<file path="config.mk">
export PLATFORM = sky130hd
export DESIGN_NAME = mexp_cell
export DESIGN_NICKNAME = d
export VERILOG_FILES = /design/src/hdl/mexp_pkg.sv /design/src/hdl/mexp_cell.sv
export SDC_FILE = /design/constraint.sdc
export NUM_CORES = 1
export LEC_CHECK = 0
export BUFFER_PORTS_ARGS = -buffer_cell sky130_fd_sc_hd__buf_2
export CAP_MARGIN = 20
export CORE_MARGIN = 2
export CORE_UTILIZATION = 40
export DETAILED_ROUTE_END_ITERATION = 12
export SLEW_MARGIN = 10
export SYNTH_ARGS = -nofsm -noshare
export SYNTH_HDL_FRONTEND = slang
export SYNTH_SLANG_ARGS = --single-unit
</file>
<file path="constraint.sdc">
create_clock -name clk_i -period 1 [get_ports clk_i]
set_input_delay 0.1 -clock clk_i [delete_from_list [all_inputs] [get_ports clk_i]]
set_output_delay 0.1 -clock clk_i [all_outputs]
set_load 0.05 [all_outputs]
</file>
<file path="src/hdl/mexp_pkg.sv">
// shared types and constants of the modular exponentiation pipeline
// no dependencies
package mexp_pkg;

  localparam int unsigned OPERAND_BITS = 32;
  localparam int unsigned MULT_STEPS   = OPERAND_BITS;
  localparam int unsigned EXP_ROWS     = OPERAND_BITS;
  localparam int unsigned OBUF_DEPTH   = 2;

  typedef logic [OPERAND_BITS-1:0] word_t;

  // one multiplier-bit cell: two interleaved modular products side by side
  typedef struct packed {
    logic  valid;
    word_t a_r;
    word_t a_s;
    word_t mult;
    word_t acc_r;
    word_t acc_s;
    word_t exp;
  } cell_t;

  // state between exponent rows
  typedef struct packed {
    logic  valid;
    word_t res;
    word_t sq;
    word_t exp;
  } stage_t;

endpackage

</file>
<file path="src/hdl/mexp_cell.sv">
// one bit step of two interleaved modular multiplications
// depends on mexp_pkg
module mexp_cell import mexp_pkg::*; (
  input  logic  clk_i,
  input  logic  rst_ni,
  input  logic  en_i,
  input  word_t modulus_i,
  input  cell_t cell_i,
  output cell_t cell_o
);

  // (2*acc + sel*a) mod m with acc, a below m
  function automatic word_t mod_step(word_t acc, word_t a, logic sel, word_t m);
    logic [OPERAND_BITS+1:0] t;
    logic [OPERAND_BITS+1:0] m1;
    logic [OPERAND_BITS+1:0] m2;
    logic [OPERAND_BITS+1:0] r;
    t  = ({2'b00, acc} << 1) + (sel ? {2'b00, a} : '0);
    m1 = {2'b00, m};
    m2 = {1'b0, m, 1'b0};
    if (t >= m2) begin
      r = t - m2;
    end else if (t >= m1) begin
      r = t - m1;
    end else begin
      r = t;
    end
    return r[OPERAND_BITS-1:0];
  endfunction

  logic  mbit;
  cell_t cell_d;
  cell_t cell_q;

  assign mbit = cell_i.mult[OPERAND_BITS-1];

  always_comb begin
    cell_d       = cell_i;
    cell_d.mult  = cell_i.mult << 1;
    cell_d.acc_r = mod_step(cell_i.acc_r, cell_i.a_r, mbit, modulus_i);
    cell_d.acc_s = mod_step(cell_i.acc_s, cell_i.a_s, mbit, modulus_i);
  end

  always_ff @(posedge clk_i or negedge rst_ni) begin
    if (!rst_ni) begin
      cell_q <= '0;
    end else if (en_i) begin
      cell_q <= cell_d;
    end
  end

  assign cell_o = cell_q;

endmodule

</file>
==> results summary <==
The run finished, with violations left. The final reports fail on setup timing. In the post-route analysis, the smallest setup slack over all paths is -3500 ps.

The die covers 0.0485 mm^2. The area inside the core boundary came out at 0.0464 mm^2. Data on the critical path is required at its endpoint by 1400 ps.

For this run, the leading register cell type out of synthesis is dfrtp_1. The arrival time reported for the critical path endpoint is 4900 ps. For this run, the total global-route usage over all layers was measured as 0.340. The total of warnings raised by yosys came out at 0.

The post-synthesis average cell area is 8.85 um^2. The global-route congestion overflow total is 0. The final net count came out at 3,945.

The largest single stage delay on the critical path is 330 ps. The maximum number of pins on one net before global-route repair came out at 64. The area growth from synthesis to layout came out at 82.3%.

The relative max-transition margin came out at 0.563. The post-synthesis instance total came out at 2,115. The wire-length estimate of the detail-placed layout is 62,200 um.

The netlist uses 104 different library cells. The share of the Yosys chip area taken by registers is 0.257. The count of max-cap constraint violations is 0. The final critical delay including setup and external delays came out at 4500 ps. IR analysis of the VDD net gives a maximum drop of 0.00249 V. The per-cell via count in the routed design came out at 5.44. The count of state elements after synthesis came out at 192. TritonCTS built the clock tree. The hold slack came out at 63.4 ps. In this run the worst hold path is classified as in2async. The nature of the critical path endpoint is a flip-flop.

The power per cell area is 1840 mW/mm^2. The clock drives 192 sinks. The critical path's most frequent cell is a21o_1. After clock tree synthesis, the clock-pin slew on the worst setup and hold paths is 80 ps. The count of port buffers added during placement is 419. Dividing the final minimum period by the clock period gives 4.50.

Once detail routing completed, the nets flagged for antenna violations numbered 0. Summed over all nets, the switching power comes to 28.7 mW. The final routed wire length divided by cell count came out at 20.8 um. The number of primary I/O pins is 421.

The async set-or-reset flop fraction in the synthesized netlist came out at 1.00. The clock latency on the worst-skew pair came out at 520 ps. Setup slack on the worst reg-to-reg path comes out at -90 ps. The routed length on met1 came out at 38,500 um. The power share of the sequential group is 0.180. The uppermost layer routed is met4.

The H-tree level count came out at 4. The transition time of the tightest slew-check pin is 648 ps. The clock arrives with 0 ps of skew.

The clock passes through at most 2 buffers. The register with the most flip-flops in the layout has 192 of them. The category of the critical setup timing path is in2reg. Routability-driven placement finished with a final weighted congestion of 0.959. STA classifies the critical path startpoint as an input port. For this configuration, the core starts out at a cell density of 0.404. The total negative setup slack is -251,800 ps. The share of total power dissipated in combinational logic is 0.707. In the routed design, unresolved DRC markers number 0. The detailed route wirelength on metal3 is 4880 um. The die boundary width is 220 um.

Based on the critical path, the design can be clocked at up to 222 MHz. The wire length of the first global-routing pass is 127,000 um. The routed length on met2 is 40,300 um. The first routing iteration left 1,461 violations. The number of global-route vias before repair came out at 22,500. Detailed routing inserted a total of 22,500 vias. The total standard cell area after synthesis came out at 0.0187 mm^2.

The switching part of the total is 0.456. The peak fanout along the critical path came out at 8. Of the total power, the clock network draws 0.114. The initialized floorplan defines 79 standard-cell rows. The sum of internal, switching and leakage power came out at 62.9 mW.

The number of antenna violations at the first check in global routing came to 2. In this run, CTS created clock tree buffers numbering 17. Wires add up to 86,300 um. In this run the vertical extent of the chip is 220 um.

The number of enable-type register cells in the synthesized netlist came out at 0. Setup repair after global routing could not meet its margin everywhere. The fraction of final layout cells sized beyond drive strength 1 came out at 0.532. The count of fill cells added during filler insertion came out at 3,354. The slowest stage of the critical path is the a211oi_4 cell. The final number of max-transition violations is 0.

Setup violations remaining at the end of the flow were counted as 260. The root cell of the clock tree is clkbuf_16. The count of endpoints failing hold in the final timing report came out at 0. Internal power comes to 34.2 mW. The first-pass iteration count of the detailed router came out at 5. The number of nets handed over by synthesis was 2,539. The static leakage is 16.5 nW.
power groups by stage:
| stage | clock [mW] | sequential (mW) | combinational, mW |
|---|---|---|---|
| 5_1_grt | 7.51 | 11.4 | 47.0 |
| 2_1_floorplan | 0 | 16.5 | 14.9 |
| 3_3_place_gp | 0 | 10.9 | 34.2 |
| 6_report | 7.14 | 11.3 | 44.4 |
| 4_1_cts | 7.16 | 11.2 | 41.6 |
| 3_5_place_dp | 0 | 10.9 | 34.5 |
cell families after synthesis:
kind of cell | count (synthesis) | share of synthesized area
compound gates | 678 | 0.246
xor+xnor | 148 | 0.0692
fa+ha+maj | 196 | 0.133
buf+inv | 160 | 0.0364
flops | 192 | 0.257
mux | 186 | 0.110
other cells | 1 | 0.000200
simple gates | 554 | 0.148
cell usage in the layout (no fill, tap or decap), drive strengths merged, types with 27 or more instances in the layout:
cell / instances
buf: 1317
dfrtp: 192
ha: 190
a21oi: 179
mux2: 152
nor2: 131
dlygate4sd3: 129
nand2: 127
o21ai: 125
a21o: 99
inv: 99
xnor2: 96
and2: 73
xor2: 52
nand3: 46
nor3: 44
mux2i: 36
a211oi: 34
a31oi: 29
o21a: 27
nand2b: 27
cells in the mapped netlist (32+ instances only):
cell	count	share of area
nand3_1	46	0.012
dfrtp_1	192	0.26
nor3_1	42	0.011
o21ai_0	111	0.030
mux2_2	140	0.084
clkbuf_1	48	0.0096
and2_1	73	0.024
nor2_1	129	0.026
a211oi_1	32	0.013
ha_1	190	0.13
xor2_1	52	0.024
mux2i_1	36	0.019
inv_1	92	0.018
a21oi_1	178	0.048
nand2_1	126	0.025
a21o_1	99	0.040
xnor2_1	96	0.045
path summary, 6_finish.rpt:
kind	from	endpoint	depth (start not counted)
setup / recovery	cell_i[127]	cell_o[65]$_DFFE_PN0P_	27
min in group clk_i	cell_i[128]	cell_o[32]$_DFFE_PN0P_	5
hold / removal	rst_ni	cell_o[115]$_DFFE_PN0P_	2
max in group asynchronous	rst_ni	cell_o[45]$_DFFE_PN0P_	3
setup reg to reg	cell_o[92]$_DFFE_PN0P_	cell_o[92]$_DFFE_PN0P_	3
hold reg to reg	cell_o[40]$_DFFE_PN0P_	cell_o[40]$_DFFE_PN0P_	1
per-stage QoR:
step / setup slack [ps] / cells / util / instance area, um^2
after detailed placement: -4450 / 3807 / 0.588 / 27300
after global placement: -4430 / 3807 / 0.588 / 27300
after global routing: -3580 / 4140 / 0.736 / 34100
after CTS: -3350 / 4078 / 0.709 / 32900
after floorplan: -3740 / 2115 / - / 19100
final: -3500 / 4141 / 0.736 / 34100
critical path: cells and delay by family:
kind,cells,cell delay [ps]
AOI/OAI and AO/OA,13,2570
xor gates and xnor gates,1,140
adders and majority gates,2,440
buffers and inverters,6,700
muxes,2,560
and+or+nand+nor,3,350
per-layer routing:
layer	global-route usage	vias to the layer above
met5	0	-
met4	0.113	0
met3	0.0583	135
met2	0.551	732
met1	0.459	11000
li1	-	10700
repair_timing:
| action | in CTS | in global routing |
|---|---|---|
| gates resized for setup | 685 | 166 |
| setup endpoints to repair | 256 | 256 |
| hold endpoints to repair | 320 | 0 |
| hold buffers | 129 | 0 |
| cloned | 13 | 1 |
| pin swaps | 138 | 111 |
| buffers inserted | 100 | 61 |
layout make-up:
cell class,instances,area (um^2),share of cell area
tap,607,759,0.0223
antenna,2,5.00,0.000147
timing repair buffer,1453,12100,0.354
inverter,92,345,0.0101
clock buffer,18,439,0.0129
multi-input combinational,1765,15500,0.456
sequential,192,4810,0.141
clock inverter,12,125,0.00367
Note: power is estimated with default switching activity, not from simulation.
